## src/design/gtps_interp.sv

```systemverilog
// Pipelined integer interpolation a + (b - a) * (i - v1) / (v2 - v1).
// Restoring divider, one quotient bit per stage. Does not import gtps_pkg.
`default_nettype none
module gtps_interp #(
   parameter int VAL_W = 10,
   parameter int POS_W = 10,
   parameter int STEPS = 10
) (
   input  logic             clock,
   input  logic             en,
   input  logic [VAL_W-1:0] a,
   input  logic [VAL_W-1:0] b,
   input  logic [POS_W-1:0] v1,
   input  logic [POS_W-1:0] v2,
   input  logic [POS_W-1:0] i,
   output logic [VAL_W-1:0] res
);
   localparam int DIFF_W = VAL_W + 1;
   localparam int OFS_W  = POS_W + 1;
   localparam int PROD_W = DIFF_W + OFS_W;
   localparam int MAG_W  = VAL_W + POS_W;
   localparam int CMP_W  = MAG_W + STEPS;
   localparam int TRY_W  = CMP_W + 1;
   localparam int SUM_W  = VAL_W + STEPS + 2;

   // stage 1: differences
   logic [VAL_W-1:0]         a1_ff;
   logic signed [DIFF_W-1:0] diff1_ff;
   logic signed [OFS_W-1:0]  ofs1_ff;
   logic [POS_W-1:0]         den1_ff;
   logic                     zero1_ff;

   always_ff @(posedge clock) begin
      if (en) begin
         a1_ff    <= a;
         diff1_ff <= signed'(DIFF_W'(b) - DIFF_W'(a));
         ofs1_ff  <= signed'(OFS_W'(i) - OFS_W'(v1));
         den1_ff  <= v2 - v1;
         zero1_ff <= (v2 == v1);
      end
   end

   // stage 2: product, split into sign and magnitude
   logic signed [PROD_W-1:0] prod;
   logic [PROD_W-1:0]        prod_abs;
   assign prod     = PROD_W'(diff1_ff) * PROD_W'(ofs1_ff);
   assign prod_abs = prod[PROD_W-1] ? PROD_W'(-prod) : PROD_W'(prod);

   logic [MAG_W-1:0] rem_ff  [STEPS+1];
   logic [STEPS-1:0] quo_ff  [STEPS+1];
   logic [POS_W-1:0] den_ff  [STEPS+1];
   logic [VAL_W-1:0] a_ff    [STEPS+1];
   logic             neg_ff  [STEPS+1];
   logic             zero_ff [STEPS+1];

   always_ff @(posedge clock) begin
      if (en) begin
         rem_ff[0]  <= prod_abs[MAG_W-1:0];
         quo_ff[0]  <= '0;
         den_ff[0]  <= den1_ff;
         a_ff[0]    <= a1_ff;
         neg_ff[0]  <= prod[PROD_W-1];
         zero_ff[0] <= zero1_ff;
      end
   end

   // divide stages, most significant quotient bit first
   for (genvar k = 1; k <= STEPS; k++) begin : g_div
      logic [TRY_W-1:0] trial;
      assign trial = TRY_W'(rem_ff[k-1]) - (TRY_W'(den_ff[k-1]) << (STEPS - k));

      always_ff @(posedge clock) begin
         if (en) begin
            if (!trial[TRY_W-1]) begin
               rem_ff[k] <= trial[MAG_W-1:0];
               quo_ff[k] <= quo_ff[k-1] | (STEPS'(1) << (STEPS - k));
            end else begin
               rem_ff[k] <= rem_ff[k-1];
               quo_ff[k] <= quo_ff[k-1];
            end
            den_ff[k]  <= den_ff[k-1];
            a_ff[k]    <= a_ff[k-1];
            neg_ff[k]  <= neg_ff[k-1];
            zero_ff[k] <= zero_ff[k-1];
         end
      end
   end

   // final stage: apply sign, add start value, flat span keeps the start value
   logic [SUM_W-1:0] q_ext;
   logic [SUM_W-1:0] sum;
   logic [VAL_W-1:0] res_in, res_ff;
   assign q_ext = SUM_W'(quo_ff[STEPS]);
   assign sum   = SUM_W'(a_ff[STEPS]) + (neg_ff[STEPS] ? (SUM_W'(0) - q_ext) : q_ext);
   assign res_in = zero_ff[STEPS] ? a_ff[STEPS] : sum[VAL_W-1:0];

   always_ff @(posedge clock) begin
      if (en) begin
         res_ff <= res_in;
      end
   end

   assign res = res_ff;

endmodule
`default_nettype wire

```

## config.mk

```make
export PLATFORM = sky130hd
export DESIGN_NAME = gtps_interp
export DESIGN_NICKNAME = d
export VERILOG_FILES = /design/src/design/gtps_interp.sv
export SDC_FILE = /design/constraint.sdc
export NUM_CORES = 1
export LEC_CHECK = 0
export ABC_AREA = 1
export ABC_CLOCK_PERIOD_IN_PS = 5100
export BUFFER_PORTS_ARGS = -buffer_cell sky130_fd_sc_hd__buf_2
export CAP_MARGIN = 25
export CORE_MARGIN = 2
export CORE_UTILIZATION = 48
export DETAILED_ROUTE_END_ITERATION = 6
export GPL_ROUTABILITY_DRIVEN = 0
export PLACE_DENSITY = 0.73
export SLEW_MARGIN = 20
export SYNTH_ARGS = -nofsm -noshare
export SYNTH_HDL_FRONTEND = slang
export SYNTH_SLANG_ARGS = --single-unit
```

## constraint.sdc

```tcl
create_clock -name clock -period 5.1 [get_ports clock]
set_input_delay 0.51 -clock clock [delete_from_list [all_inputs] [get_ports clock]]
set_output_delay 0.51 -clock clock [all_outputs]
set_load 0.05 [all_outputs]
```

# Yosys cells after proc, flatten, opt, wreduce, memory -nomap -nowiden
# Memories as Yosys holds them, arrays and structs flattened.
# Index checks and enable logic that the tools add are counted.
[op_classes]
muxes = 85
bitwise = 20
multipliers = 1
n_addsub = 16
n_eq_ne = 1
[op_table]
columns = ["op", "count"]
rows = [
  ["20-bit two-way mux", 11],
  ["10-bit two-way mux", 12],
  ["1-bit two-way mux", 62],
  ["11-bit by 11-bit multiplier with 22-bit output", 1],
  ["10-bit by 10-bit subtractor with 11-bit output", 2],
  ["20-bit by 10-bit subtractor with 21-bit output", 1],
  ["20-bit by 11-bit subtractor with 21-bit output", 1],
  ["20-bit by 12-bit subtractor with 21-bit output", 1],
  ["20-bit by 13-bit subtractor with 21-bit output", 1],
  ["20-bit by 14-bit subtractor with 21-bit output", 1],
  ["20-bit by 15-bit subtractor with 21-bit output", 1],
  ["20-bit by 16-bit subtractor with 21-bit output", 1],
  ["20-bit by 17-bit subtractor with 21-bit output", 1],
  ["20-bit by 18-bit subtractor with 21-bit output", 1],
  ["20-bit by 19-bit subtractor with 21-bit output", 1],
  ["20-bit negation", 1],
  ["1-bit OR", 20],
  ["10-bit adder", 1],
  ["10-bit equality test", 1],
  ["1-bit by 10-bit subtractor with 10-bit output, first input constant", 1],
  ["10-bit subtractor", 1],
]
[word_totals]
output_inout_bits = 10
input_bits = 52
mem_bits_rw = 572
ff_bits = 53
wordCells = 135
n_memories = 6
[mem_list]
columns = ["memory", "words", "word_bits", "rd", "rd_ports_with_merged_regs", "wr", "line_no", "rtl"]
rows = [
  ["rem_ff", 11, 20, 10, 0, 11, "49", "logic [MAG_W-1:0] rem_ff [STEPS+1];"],
  ["a_ff", 11, 10, 11, 0, 11, "52", "logic [VAL_W-1:0] a_ff [STEPS+1];"],
  ["den_ff", 11, 10, 10, 0, 11, "51", "logic [POS_W-1:0] den_ff [STEPS+1];"],
  ["quo_ff", 11, 10, 11, 0, 11, "50", "logic [STEPS-1:0] quo_ff [STEPS+1];"],
  ["neg_ff", 11, 1, 11, 0, 11, "53", "logic neg_ff [STEPS+1];"],
  ["zero_ff", 11, 1, 11, 0, 11, "54", "logic zero_ff [STEPS+1];"],
]

# Longest topological paths before layout
# An unclocked memory read counts as a cell.
[logic_depth]
ltp_word = 6
depth_mapped = 29
depth_no_buf = 28

# Worst setup path before layout
# Ideal clock, no wire load.
[synth_path]
kind = "register to register"
start = "register ofs1_ff[10]"
end = "memory rem_ff[0][12] (netlist name), data pin"
period_less_slack_ps = 5485
setup_time_ps = 258
n_path_buf = 2
path_slack_ps = -385
stages_incl_launch_ff = 26
required_time_ps = 4842
arrival_ps = 5227
cell_sequence = "edfxtp_1 -> inv_1 -> clkbuf_1 -> or2_2 -> fa_1 -> inv_1 -> fa_1 -> inv_1 -> fa_1 -> inv_1 -> fa_1 -> inv_1 -> fa_1 -> inv_1 -> ha_1 -> nand2_1 -> nor2_2 -> and2_1 -> nand2_2 -> nand2_2 -> a21oi_2 -> nand3b_4 -> nand2_4 -> buf_6 -> nor2_2 -> xor2_1"
[synth_rtl]
columns = ["item", "line_no", "rtl"]
rows = [
  ["start: declaration", "29", "logic signed [OFS_W-1:0] ofs1_ff;"],
  ["start signal: assignment", "37", "ofs1_ff <= signed'(OFS_W'(i) - OFS_W'(v1));"],
  ["end: declaration", "49", ""],
]

==> reports/qor.txt <==
hold buffer count at cts = 0
Setup CP Type = reg2reg
Via density = 4.92
via count = 19.3k
DRT iter0 DRCs = 1203
synthesized area = 30500 sq um
Avg WL per Cell = 14.0 microns
cells after synthesis = 2814
Worst-Margin Slew = 0.985 ns
core area = 63000 sq um
ys flop type = edfxtp_1
# IOs = 62
final setup violation count = 20
EDFF count, synth = 540
Die Y = 256 microns
CTS tree = done
Slew headroom = 34.3%
Die ar. = 65600 sq um
ys async rst share = 0%
max-slew violations = 0
CTS root buf = clkbuf_16
Antenna diodes = 0
first-pass GRT wire length = 91.2 mm
RSZ-0062 raised after global routing = true
fmax = 189 MHz
most frequent cells in the layout = 540 x edfxtp_1, 509 x inv_1, 464 x nand2_1
layout cell share with drive strength beyond 1 = 15.8%
Post-DP Area = 32600 sq um
final worst setup slack = -0.180 ns
Syn Area/Cell = 10.8 sq um
failing checks = design-rule violations, negative setup slack
Initial Util = 48.4%
GR Overflow Total = 0
Port Buffers = 61
clock sink count = 540
Period minus WS final = 5.28 ns
outcome = finished with violations
Startpoint Class = register
Worst-path clk slew = 0.06 ns
1st-pass router iterations = 7
Final Skew = 0.0345 ns
final hold vios = 0
worst hold path class = in2reg
worst skew pair latency = 0.62 ns
CP max-delay cell = fa_1
Worst Path Max Fanout = 6
post-route DRC violation count = 1
dpl hpwl = 39.9 mm
cts bufs inserted = 53
slowest stage delay, CP = 0.58 ns
Synthesis Warnings = 0
Synthesized Nets = 3182
Die W = 256 microns
H-tree depth = 2
CP most frequent cell = fa_1
Syn-to-layout area delta = 15.8%
DRT Wirelength = 54.9 mm
Yosys reg bits = 540
vias in the first global route = 19.4k
largest net degree at the start of global routing = 188
std cell rows = 92
post-route ant nets = 0
post-synthesis sequential area ratio = 53.2%
final instance area = 35300 sq um
Clock Path Buffers = 3
critical path required time = 5.45 ns
Worst Path Arrival = 5.63 ns
GRT Util Overall = 17.1%
commonest non-fill, non-tap cell in the layout = edfxtp_1
Setup crit end kind = register
Max-Cap Viols = 0
Synth cell types = 62
Final nets = 3395
initial antenna violation count = 0
final cycle utilization of the critical path = 104%
Cell Chain, Critical Path = buf_6 > buf_6 > nand2_2 > fa_1 > fa_1 > inv_1 > fa_1 > fa_1 > inv_2 > fa_1 > inv_2 > ha_4 > nand2_4 > nor2_4 > and2_4 > nand2_4 > nand2_4 > a21oi_4 > nand3b_4 > nand2_8 > buf_8 > nor2_4 > xor2_1
final timing paths:
kind / startpoint / to / slack, ns / depth (start not counted)
hold / removal: a[7] / a1_ff[7] / 0.08 / 1
setup / recovery: ofs1_ff[7] / rem_ff[0][2] / -0.18 / 23
setup reg to reg: ofs1_ff[7] / rem_ff[0][2] / -0.18 / 23
hold reg to reg: rem_ff[0][41] / rem_ff[0][61] / 0.39 / 0
state kept, by name, indices dropped and copies added, names as in the netlist, 10 cells and up:
name,count
quo_ff,55
den1_ff,10
neg_ff,11
ofs1_ff,11
rem_ff,200
zero_ff,11
den_ff,100
res,10
a1_ff,10
a_ff,110
diff1_ff,11
layout make-up:
cell class,instances,area (sq um)
repair buffers,210,1590
flip-flops and latches,540,16200
repair inverters,1,8.76
fillers,5060,27700
well taps,846,1060
inverters,539,2040
multi-input cells,1682,12700
clock inverters,40,395
clock buffers,59,1350
worst max-delay path: cells and delay by family, from the launching register on:
kind | cells | cell delay [ns]
adders and majority gates | 6 | 2.86
and+or+nand+nor | 9 | 0.87
buffers and inverters | 6 | 0.61
DFF | 1 | 0.46
xor gates and xnor gates | 1 | 0.14
AOI/OAI and AO/OA | 1 | 0.06
timing repair:
item,in CTS,in global routing
setup buffers,28,13
endpoints found under the setup margin,20,20
pin swaps,82,73
resized for setup,91,81
gates cloned,1,0
routing by layer:
layer  vias to the layer above  share of wire, %  global-route usage, %
met4                         0               4.6                   7.76
met1                      9020                41                   20.2
met5                         -                 0                      0
li1                       9733                 -                      -
met2                       399                50                   30.5
met3                       136               4.7                   2.81
logic make-up after synthesis:
logic type                 count (synthesis)  share of synthesized area [%]
adders and majority gates                316                           16.2
xor gates and xnor gates                 153                           4.50
and+or+nand+nor                          857                           12.0
DFF                                      540                           53.2
AOI/OAI and AO/OA                        356                           6.65
buffers and inverters                    592                           7.52
per-stage QoR:
step | setup slack [ns] | util (%) | instances | hold slack [ns] | TNS (ns)
detailed placement | -0.284 | 51.7 | 3775 | 0.405 | -5.05
finish | -0.180 | 56.1 | 3917 | 0.0809 | -2.61
global route | -0.329 | 56.1 | 3917 | 0.0554 | -5.72
floorplan | 0.00173 | - | 2814 | 0.400 | 0
global placement | -0.250 | 51.7 | 3775 | 0.400 | -3.53
CTS | -0.122 | 55.4 | 3903 | 0.0418 | -1.78
cell usage after synthesis, types with 4 or more instances:
cell type / count / area share (%)
a21boi_0: 5 / 0.12
a21o_1: 11 / 0.27
a21oi_1: 153 / 2.5
a21oi_2: 4 / 0.11
a31oi_1: 6 / 0.12
buf_2: 9 / 0.15
buf_6: 6 / 0.22
clkbuf_1: 35 / 0.43
edfxtp_1: 540 / 53
fa_1: 130 / 8.5
ha_1: 186 / 7.6
inv_1: 529 / 6.5
inv_2: 8 / 0.098
nand2_1: 512 / 6.3
nand2_2: 14 / 0.29
nand3_1: 71 / 1.2
nand3_2: 4 / 0.13
nand3b_1: 13 / 0.32
nand4_1: 26 / 0.53
nor2_1: 145 / 1.8
nor2_2: 14 / 0.29
nor3_1: 24 / 0.39
nor4_1: 12 / 0.25
o2111ai_1: 5 / 0.14
o21a_1: 4 / 0.098
o21ai_0: 112 / 1.8
o21ai_1: 13 / 0.21
o21ai_2: 5 / 0.14
o21bai_1: 9 / 0.22
o31ai_1: 6 / 0.15
or2_2: 12 / 0.25
xnor2_1: 62 / 1.8
xor2_1: 88 / 2.5
Power is left out: the tool's default activity adds up to more than one toggle a clock period on the data nets, which glitch-free logic cannot reach.
