File: config.mk
export PLATFORM = sky130hd
export DESIGN_NAME = gtps_csr
export DESIGN_NICKNAME = d
export VERILOG_FILES = /design/src/design/gtps_pkg.sv /design/src/design/gtps_csr.sv
export SDC_FILE = /design/constraint.sdc
export NUM_CORES = 1
export LEC_CHECK = 0
export ABC_AREA = 1
export ABC_CLOCK_PERIOD_IN_PS = 11100
export BUFFER_PORTS_ARGS = -buffer_cell sky130_fd_sc_hd__buf_2
export CORE_MARGIN = 4
export CORE_UTILIZATION = 35
export CTS_BUF_LIST = sky130_fd_sc_hd__clkbuf_16
export DETAILED_ROUTE_END_ITERATION = 6
export PLACE_DENSITY_LB_ADDON = 0.25
export SYNTH_ARGS = -nofsm -noshare
export SYNTH_HDL_FRONTEND = slang
export SYNTH_SLANG_ARGS = --single-unit
export TNS_END_PERCENT = 100
File: constraint.sdc
create_clock -name clock -period 11.1 [get_ports clock]
set_input_delay 0.555 -clock clock [delete_from_list [all_inputs] [get_ports clock]]
set_output_delay 0.555 -clock clock [all_outputs]
set_load 0.02 [all_outputs]
File: src/design/gtps_pkg.sv
// Shared types and constants for the Gouraud triangle pixel shader.
// No dependencies; gtps_csr and the top level import this package.
`default_nettype none
package gtps_pkg;

   localparam int POS_W      = 10;
   localparam int CH_W       = 8;
   localparam int NUM_CH     = 3;
   localparam int ADDR_W     = 5;
   localparam int DATA_W     = 32;
   localparam int EDGE_STEPS = POS_W;
   localparam int ROW_STEPS  = CH_W;
   localparam int EDGE_LAT   = EDGE_STEPS + 3;
   localparam int ROW_LAT    = ROW_STEPS + 3;
   localparam int LAST_STAGE = EDGE_LAT + 1 + ROW_LAT;
   localparam logic [CH_W-1:0] FULL_ALPHA = 8'hff;

   typedef enum logic [2:0] {
      REG_POS0,
      REG_POS1,
      REG_POS2,
      REG_RGB0,
      REG_RGB1,
      REG_RGB2
   } reg_index_type;

   typedef logic [CH_W-1:0] chan_type;

   // c[0] red, c[1] green, c[2] blue
   typedef struct packed {
      logic [POS_W-1:0]        x;
      logic [POS_W-1:0]        y;
      chan_type [NUM_CH-1:0]   c;
   } vertex_type;

   typedef vertex_type [2:0] tri_type;

endpackage
`default_nettype wire

File: src/design/gtps_csr.sv
// Configuration registers (APB-style) and y-ordering of the three vertices.
// Depends on gtps_pkg.
`default_nettype none
module gtps_csr (
   input  logic                          clock,
   input  logic                          reset,
   input  logic                          csr_psel,
   input  logic                          csr_penable,
   input  logic                          csr_pwrite,
   input  logic [gtps_pkg::ADDR_W-1:0]   csr_paddr,
   input  logic [gtps_pkg::DATA_W-1:0]   csr_pwdata,
   output logic [gtps_pkg::DATA_W-1:0]   csr_prdata,
   output logic                          csr_pready,
   output gtps_pkg::tri_type             sorted
);
   import gtps_pkg::*;

   localparam int PW = 2 * POS_W;
   localparam int CW = NUM_CH * CH_W;

   logic [PW-1:0] pos_ff [3];
   logic [CW-1:0] rgb_ff [3];
   logic          wr_en;
   reg_index_type idx;

   assign csr_pready = 1'b1;
   assign wr_en      = csr_psel && csr_penable && csr_pwrite && csr_pready;
   assign idx        = reg_index_type'(csr_paddr[ADDR_W-1:2]);

   always_ff @(posedge clock) begin
      if (reset) begin
         for (int n = 0; n < 3; n++) begin
            pos_ff[n] <= '0;
            rgb_ff[n] <= '0;
         end
      end else if (wr_en) begin
         case (idx)
            REG_POS0: pos_ff[0] <= csr_pwdata[PW-1:0];
            REG_POS1: pos_ff[1] <= csr_pwdata[PW-1:0];
            REG_POS2: pos_ff[2] <= csr_pwdata[PW-1:0];
            REG_RGB0: rgb_ff[0] <= csr_pwdata[CW-1:0];
            REG_RGB1: rgb_ff[1] <= csr_pwdata[CW-1:0];
            REG_RGB2: rgb_ff[2] <= csr_pwdata[CW-1:0];
            default: ;
         endcase
      end
   end

   always_comb begin
      case (idx)
         REG_POS0: csr_prdata = DATA_W'(pos_ff[0]);
         REG_POS1: csr_prdata = DATA_W'(pos_ff[1]);
         REG_POS2: csr_prdata = DATA_W'(pos_ff[2]);
         REG_RGB0: csr_prdata = DATA_W'(rgb_ff[0]);
         REG_RGB1: csr_prdata = DATA_W'(rgb_ff[1]);
         REG_RGB2: csr_prdata = DATA_W'(rgb_ff[2]);
         default:  csr_prdata = '0;
      endcase
   end

   // unpack and order by y: (second,third), (first,third), (first,second)
   vertex_type v1, v2, v3, t;
   tri_type    sorted_in, sorted_ff;

   always_comb begin
      t = '0;
      v1.x = pos_ff[0][POS_W-1:0];
      v1.y = pos_ff[0][PW-1:POS_W];
      v2.x = pos_ff[1][POS_W-1:0];
      v2.y = pos_ff[1][PW-1:POS_W];
      v3.x = pos_ff[2][POS_W-1:0];
      v3.y = pos_ff[2][PW-1:POS_W];
      for (int k = 0; k < NUM_CH; k++) begin
         v1.c[k] = rgb_ff[0][CW-1-k*CH_W -: CH_W];
         v2.c[k] = rgb_ff[1][CW-1-k*CH_W -: CH_W];
         v3.c[k] = rgb_ff[2][CW-1-k*CH_W -: CH_W];
      end
      if (v2.y > v3.y) begin
         t = v2; v2 = v3; v3 = t;
      end
      if (v1.y > v3.y) begin
         t = v1; v1 = v3; v3 = t;
      end
      if (v1.y > v2.y) begin
         t = v1; v1 = v2; v2 = t;
      end
      sorted_in[0] = v1;
      sorted_in[1] = v2;
      sorted_in[2] = v3;
   end

   always_ff @(posedge clock) begin
      sorted_ff <= sorted_in;
   end

   assign sorted = sorted_ff;

   assert property (@(posedge clock) disable iff (reset)
      sorted[0].y <= sorted[1].y && sorted[1].y <= sorted[2].y)
      else $error("vertex order broken");
   assert property (@(posedge clock) disable iff (reset)
      wr_en && idx == REG_POS0 |=> pos_ff[0] == $past(csr_pwdata[PW-1:0]))
      else $error("position write lost");
   assert property (@(posedge clock)
      !reset && $past(reset) |-> pos_ff[0] == '0 && rgb_ff[2] == '0)
      else $error("registers not cleared by reset");

endmodule
`default_nettype wire

-- Word-level counts from Yosys, hierarchy flattened
Memories as Yosys holds them, arrays and structs flattened.
Index checks and enable logic that the tools add are counted.
- memories kept: 2
- memory bits (writable): 132
- input bits: 42
- register bits after elaboration: 132
- $lt $le $gt $ge: 3
- reduce and logical (&&, ||, !) cells: 3
- eq/ne operators: 5
- bitwise logic cells: 6
- multiplexer cells: 39
- memories (memory ; depth ; width ; rd ports ; clocked after memory_dff ; wr ports ; line ; RTL):
    rgb_ff ; 3 ; 24 ; 3 ; 0 ; 3 ; gtps_csr.sv:22 ; logic [CW-1:0] rgb_ff [3];
    pos_ff ; 3 ; 20 ; 3 ; 0 ; 3 ; gtps_csr.sv:21 ; logic [PW-1:0] pos_ff [3];
- operators with widths (operator ; count):
    two-way mux 44 bit ; 6
    case mux 24 bit (6 select lines) ; 1
    two-way mux 24 bit ; 3
    two-way mux 20 bit ; 3
    greater-than comparator 10 bit ; 3
    two-way mux 1 bit ; 26
    equality test 3 x 2 -> 1 bit, second input constant ; 2
    equality test 3 bit, second input constant ; 2
    bitwise OR 1 bit ; 6
    equality test 3 x 1 -> 1 bit, second input constant ; 1
    zero test 3 bit ; 1
    logical AND 1 bit ; 2

-- Longest topological paths before layout
Gate-level depths: netlist of run 1.
An unclocked memory read counts as a cell.
- depth after elaboration: 7
- gate-level depth with buffers: 41
- mapped depth without buffers: 36

-- Worst setup path after synthesis of run 1
No wires, ideal clock.
- path kind: reg2reg
- start point: mem pos_ff[0][59] in the netlist's numbering
- end point: reg sorted_ff (netlist bit sorted[77])
- path buffers: 5
- cell stages (with the launch flop): 35
- data arrival time: 5.026 ns
- data required time: 10.986 ns
- setup slack: 5.960 ns
- cell sequence: edfxtp_1 inv_1 ha_1 nand2_2 inv_2 a21oi_2 nand3_2 nand2_2 buf_2 clkbuf_1 nand2_1 o21ai_0 inv_1 ha_1 nand2_1 inv_1 nand3_1 nor2_1 nand2_1 nor2_2 nand4_2 nand2_2 buf_2 nand2_1 and2_1 ha_1 nand4_1 nor4_1 o21ai_0 a31oi_1 inv_2 clkbuf_1 clkbuf_1 nand2_1 nand2_1
- RTL lines (what ; line ; RTL):
    start, declared ; gtps_csr.sv:21 ;
    end signal, assigned ; gtps_csr.sv:93 ; sorted_ff <= sorted_in;
    end, declared ; gtps_csr.sv:63 ; tri_type sorted_in, sorted_ff;

==> impl_metrics.env, run 1 <==
export IMPL_clockBufferDepth=3
export IMPL_die_y_um=193
export IMPL_ys_types=41
export IMPL_powerDensity_nw_per_um2=250
export IMPL_cts_buffers=29
export IMPL_die_w_um=193
export IMPL_wl_per_cell_um=18.4
export IMPL_post_cts_setup_buffer_count=0
export IMPL_htree_levels=1
export IMPL_slowest_delay_ns=0.85
export IMPL_num_vias=10100
export IMPL_leakagePower_nw=6.76
export IMPL_seq_area_frac_synth=0.552
export IMPL_grt_pass1_vias=9810
export IMPL_synth_top_cells_by_count="410 x nand2_1, 161 x inv_1, 144 x nand3_1, 132 x dfxtp_1, 132 x edfxtp_1"
export IMPL_synth_edff_count=132
export IMPL_core_area_um2=33600
export IMPL_multiInputGateArea_um2=4390
export IMPL_synth_flop_cell="edfxtp_1"
export IMPL_layout_setup_ws_ns=3.05
export IMPL_netlist_area_leader_share=0.331
export IMPL_ctsHoldBuffers=0
export IMPL_arrival_ns=8.52
export IMPL_grt_remaining_overflow=0
export IMPL_hold_class="input port to flop"
export IMPL_diodes=0
export IMPL_rows=67
export IMPL_layout_drive_gt1_share=0.177
export IMPL_crit_buf_inv=7
export IMPL_dp_slack_ns=3.18
export IMPL_final_min_clock_period_ns=8.05
export IMPL_min_from="csr_pwdata[14]"
export IMPL_end_kind="flop"
export IMPL_syn_inst=1394
export IMPL_grt_usage=0.193
export IMPL_area_growth_pct=18.7
export IMPL_syn_area_um2=12000
export IMPL_crit_path_start_kind="flop"
export IMPL_synthTopCellsByArea="edfxtp_1 33%, dfxtp_1 22%, nand2_1 13%, nand3_1 6.0%, inv_1 5.0%"
export IMPL_globalplace_congestion=0.844
export IMPL_dieArea_um2=37200
export IMPL_grt_pass1_wl_um=55300
export IMPL_fillers=3335
export IMPL_io_buffer_count=187
export IMPL_cts_resized=0
export IMPL_clkSlewWorstSetupHoldPaths_ns=0.06
export IMPL_peakVddDrop_mv=0.143
export IMPL_crit_type="flop to flop"
export IMPL_drtIter0Drc=725
export IMPL_crit_path_start="pos_ff[0][59]"
export IMPL_synth_top_cell_by_area="edfxtp_1"
export IMPL_syn_avg_cell_area_um2=8.59
export IMPL_cts_tree="built"
export IMPL_reg2reg_from="pos_ff[0][59]"
export IMPL_synth_seq_cells=264
export IMPL_rsz0062_at_grt="no"
export IMPL_yosys_warnings=0
export IMPL_ios=207
export IMPL_antenna_found_initial=1
export IMPL_drc=0
export IMPL_cp_max_fo=96
export IMPL_start_util=0.356
export IMPL_cts_sinks=264
export IMPL_grt_max_degree=97
export IMPL_vias_per_cell=5.01
export IMPL_relSlewSlack=0.300
export IMPL_finalSetupViolations=0
export IMPL_postRouteAntennaNets=0
export IMPL_slew_violations=0
export IMPL_dp_hpwl_um=25900
export IMPL_max_freq_mhz=124
export IMPL_crit_required_ns=11.57
export IMPL_cpMaxStageDelayCell="nand2_2"
export IMPL_dr_pass1_iters=5
export IMPL_cp_top_family="simple AND/OR/NAND/NOR gates"
export IMPL_async_flop_share=0
export IMPL_tightest_slew_ns=1.05
export IMPL_drv_cap=0
export IMPL_routed_wl_um=37200
export IMPL_status="completed"
export IMPL_synthMostInstantiatedCell="nand2_1"
export IMPL_worstSkewPairLatency_ns=0.55
export IMPL_finalHoldViolations=0
export IMPL_final_cell_area_um2=14200
export IMPL_fin_nets=1626
export IMPL_regArea_um2=6610
export IMPL_critical_path_most_common_cell="nand2_1"
export IMPL_skew_ns=0.0159
export IMPL_setup_tns_ns=0
export IMPL_cts_root_buf="clkbuf_16"
export IMPL_placed_area_um2=13300
export IMPL_finalCritPeriodShare=0.726
==> tightest hold or removal path, stage by stage <==
cell	delay [ns]
buf_2	0.09
inv_1	0.06
nor2_1	0.06
==> routing by layer <==
metal,GRT usage,part of all wire,wire [um]
met5,0,0.00038,14
met4,0.0526,0.027,988
met3,0.0315,0.068,2540
met2,0.346,0.49,18400
met1,0.243,0.41,15300
==> path summary, 6_finish.rpt <==
path | depth (start not counted) | slack [ns] | to
max | 31 | 3.05 | sorted[34]
min | 3 | 0.40 | rgb_ff[0][38]
max reg2reg | 31 | 3.05 | sorted[34]
min reg2reg | 2 | 0.49 | sorted[128]
==> flip-flops by register name, summed over array words and instances (netlist names) <==
| register | count |
|---|---|
| sorted | 132 |
| rgb_ff | 72 |
| pos_ff | 60 |
==> logic make-up after synthesis <==
kind of cell,synth area share
AO/OA/AOI/OAI,0.104
adder cells (fa/ha/maj),0.0293
buffers and inverters,0.0870
flip-flops,0.552
other,0.000627
AND/OR/NAND/NOR,0.227
==> placed cells by master, fill, tap and decap left out, types with 3 or more instances in the layout <==
master       n
nand2_2      7
o21ai_1     22
clkbuf_16   31
o21a_1       9
o221ai_1    10
a21oi_1      7
a22oi_1     13
buf_2      187
conb_1       9
nor2_1      55
o21ai_0    101
o211ai_1     5
nor2_2       3
dfxtp_1    132
clkinv_1     7
a221oi_1    17
o2111ai_1    3
o22ai_1     11
inv_2        5
buf_4       20
nor3_2       4
nand3_1    144
and2_1       9
edfxtp_1   132
nand2_1    410
clkinv_2     6
ha_1        28
inv_1      167
o21bai_1     3
==> final cells by class <==
| type | count | share of cell area |
|---|---|---|
| clock buffers | 31 | 0.0546 |
| inverters | 167 | 0.0441 |
| clock inverters | 23 | 0.0113 |
| well taps | 448 | 0.0395 |
| repair buffers | 207 | 0.0764 |
| flip-flops and latches | 264 | 0.465 |
| multi-input cells | 887 | 0.309 |
==> metrics by stage <==
step                total power, mW  instances   util  hold WS, ns
finish                         3.56       2027  0.423        0.399
global route                   3.78       2027  0.423        0.385
CTS                            3.60       2027  0.423        0.370
detailed placement             2.65       1973  0.395        0.476
global placement               2.64       1973  0.395        0.466
floorplan                      2.21       1401      -        0.447
==> power by group <==
group	leakage, nW	switching (mW)	internal [mW]
clock network	0.484	0.389	0.548
logic	3.91	0.902	0.364
registers	2.37	0.0792	1.27
Power figures use the tool's default switching activity.
==> run 2: changes to the inputs <==
ABC_AREA = 0   (was 1)
ABC_CLOCK_PERIOD_IN_PS = 6700   (was 11100)
clock period = 6.7 ns   (was 11.1 ns; I/O delays follow)
==> run 2 against run 1 <==
Via count shrank 15%. First-iteration DRC count is 14% lower. Largest cell class unchanged. Cell area fell by 1.2%. Clock power rose by 54%. Die area fell by 3.4%. Cell count fell by 20%.
==> impl_metrics.env, run 2 <==
export IMPL_wl_met3_um=2460
export IMPL_die_y_um=190
export IMPL_seq_area_frac_synth=0.572
export IMPL_finalCritPeriodShare=0.927
export IMPL_powerDensity_nw_per_um2=438
export IMPL_finalSetupViolations=0
export IMPL_hold_class="input port to flop"
export IMPL_ys_types=51
export IMPL_cts_root_buf="clkbuf_16"
export IMPL_top_register="sorted"
export IMPL_drv_cap=0
export IMPL_slew_violations=0
export IMPL_ios=207
export IMPL_vias_per_cell=5.31
export IMPL_drc=0
export IMPL_antenna_found_initial=3
export IMPL_grt_pass1_vias=8602
export IMPL_rsz0062_at_grt="no"
export IMPL_routed_wl_um=35200
export IMPL_core_area_um2=32500
export IMPL_synthMuxAreaShare=0.0548
export IMPL_final_cell_area_um2=14000
export IMPL_max_freq_mhz=161
export IMPL_netlist_area_leader_share=0.343
export IMPL_final_cell_mix="187 x buf_2, 132 x edfxtp_1, 132 x dfxtp_1, 74 x or3_1, 72 x o221a_2"
export IMPL_tightest_slew_ns=1.17
export IMPL_grt_pass1_wl_um=52100
export IMPL_leakagePower_nw=5.66
export IMPL_dieArea_um2=36000
export IMPL_syn_avg_cell_area_um2=12.0
export IMPL_largest_register_ffs=132
export IMPL_cts_sinks=264
export IMPL_setup_tns_ns=0
export IMPL_postRouteAntennaNets=0
export IMPL_die_w_um=190
export IMPL_synth_top_family_by_area="compound AO/OA/AOI/OAI gates"
export IMPL_yosys_warnings=0
export IMPL_finalPower_mw=6.14
export IMPL_wl_per_cell_um=21.7
export IMPL_relSlewSlack=0.222
export IMPL_cts_tree="built"
export IMPL_htree_levels=1
export IMPL_synth_edff_count=132
export IMPL_cp_max_fo=13
export IMPL_synth_top_cell_by_area="edfxtp_1"
export IMPL_globalplace_congestion=0.821
export IMPL_synth_fa_ha_area_frac=0.0303
export IMPL_grt_remaining_overflow=0
export IMPL_crit_required_ns=7.13
export IMPL_status="completed"
export IMPL_dr_wl_met2_um=17100
export IMPL_peakVddDrop_mv=0.219
export IMPL_finalHoldViolations=0
export IMPL_fin_util=0.431
export IMPL_final_min_clock_period_ns=6.21
export IMPL_drtIter0Drc=620
export IMPL_grt_usage=0.189
export IMPL_grt_max_degree=133
export IMPL_cpMaxStageDelayCell="edfxtp_1"
export IMPL_end_kind="flop"
export IMPL_area_growth_pct=21.5
export IMPL_synthTopCellsByArea="edfxtp_1 34%, dfxtp_1 23%, o221a_2 7.0%, mux2i_1 5.3%, or3_1 4.0%"
export IMPL_wl_met1_um=14600
export IMPL_rows=66
export IMPL_synthXorXnorAreaFrac=0
export IMPL_clockBufferDepth=3
export IMPL_skew_ns=0.0201
export IMPL_fin_nets=1229
export IMPL_synth_seq_cells=264
export IMPL_dr_pass1_iters=5
export IMPL_synth_flop_cell="edfxtp_1"
export IMPL_routed_top_layer="met5"
export IMPL_start_util=0.355
export IMPL_dp_hpwl_um=23300
export IMPL_syn_inst=961
export IMPL_worstSkewPairLatency_ns=0.55
export IMPL_critical_path_most_common_cell="o21a_1"
export IMPL_reg_largest_list="sorted (132), rgb_ff (72), pos_ff (60)"
export IMPL_io_buffer_count=187
export IMPL_yosys_area_share_simple=0.116
export IMPL_arrival_ns=6.64
export IMPL_synth_top_cells_by_count="132 x dfxtp_1, 132 x edfxtp_1, 74 x or3_1, 72 x o221a_2, 61 x mux2i_1"
export IMPL_slowest_delay_ns=0.46
export IMPL_clkSlewWorstSetupHoldPaths_ns=0.06
export IMPL_cts_buffers=29
export IMPL_final_common_cell="buf_2"
export IMPL_crit_path_start_kind="flop"
export IMPL_crit_type="flop to flop"
export IMPL_synth_compound_area_share=0.179
export IMPL_syn_area_um2=11500
export IMPL_async_flop_share=0
export IMPL_num_vias=8636
export IMPL_placed_area_um2=13100
export IMPL_ctsHoldBuffers=0
export IMPL_layout_drive_gt1_share=0.327
[run 2: critical path: cells and delay by family (launching register included)]
kind	cells	cell delay [ns]
adders and majority gates	3	0.93
muxes	1	0.27
and+or+nand+nor	11	1.92
AOI/OAI and AO/OA	11	2.15
buffers and inverters	2	0.34
DFF	1	0.46
[run 2: layout make-up]
cell class / instances / area (um2)
tap: 442 / 553
clock buffer: 31 / 776
clock inverter: 23 / 104
fill: 3114 / 18500
multi-input combinational: 601 / 4540
inverter: 29 / 109
antenna: 1 / 2.50
sequential: 264 / 6610
timing repair buffer: 234 / 1340
[run 2: repair_timing]
item / in CTS / in global routing
setup endpoints to repair: 0 / 80
resized for setup: 0 / 13
setup buffers: 0 / 1
[run 2: where the power goes]
part / total [mW] / switching, mW / leakage [nW] / internal (mW)
registers: 2.28 / 0.168 / 2.37 / 2.11
logic: 2.42 / 1.51 / 2.81 / 0.911
clock network: 1.44 / 0.617 / 0.482 / 0.827
[run 2: path summary, 6_finish.rpt]
check,to,from,slack [ns],cells after the start
hold / removal,rgb_ff[0][21],csr_pwdata[21],0.11,2
setup reg to reg,sorted[2],pos_ff[0][37],0.49,28
setup / recovery,sorted[2],pos_ff[0][37],0.49,28
hold reg to reg,sorted[94],rgb_ff[0][22],0.52,2
[run 2: cells by family (layout without fill, tap and decap cells)]
kind of cell               after synthesis  after routing
AOI/OAI and AO/OA                      248            248
adders and majority gates               28             28
other                                    2             10
DFF                                    264            264
muxes                                   63             63
and+or+nand+nor                        253            253
buffers and inverters                  103            317
[run 2: metrics by stage]
step,cells,hold slack [ns],setup WS [ns]
global route,1624,0.112,0.0166
floorplan,968,0.475,0.127
detailed placement,1569,0.508,0.251
global placement,1569,0.517,0.305
CTS,1623,0.0967,0.212
finish,1625,0.115,0.490
[run 2: routing by layer]
layer / global-route usage / vias to the layer above
met4: 0.0529 / 6
met5: 0 / -
met1: 0.242 / 4182
met2: 0.327 / 330
met3: 0.0352 / 66
li1: - / 4052
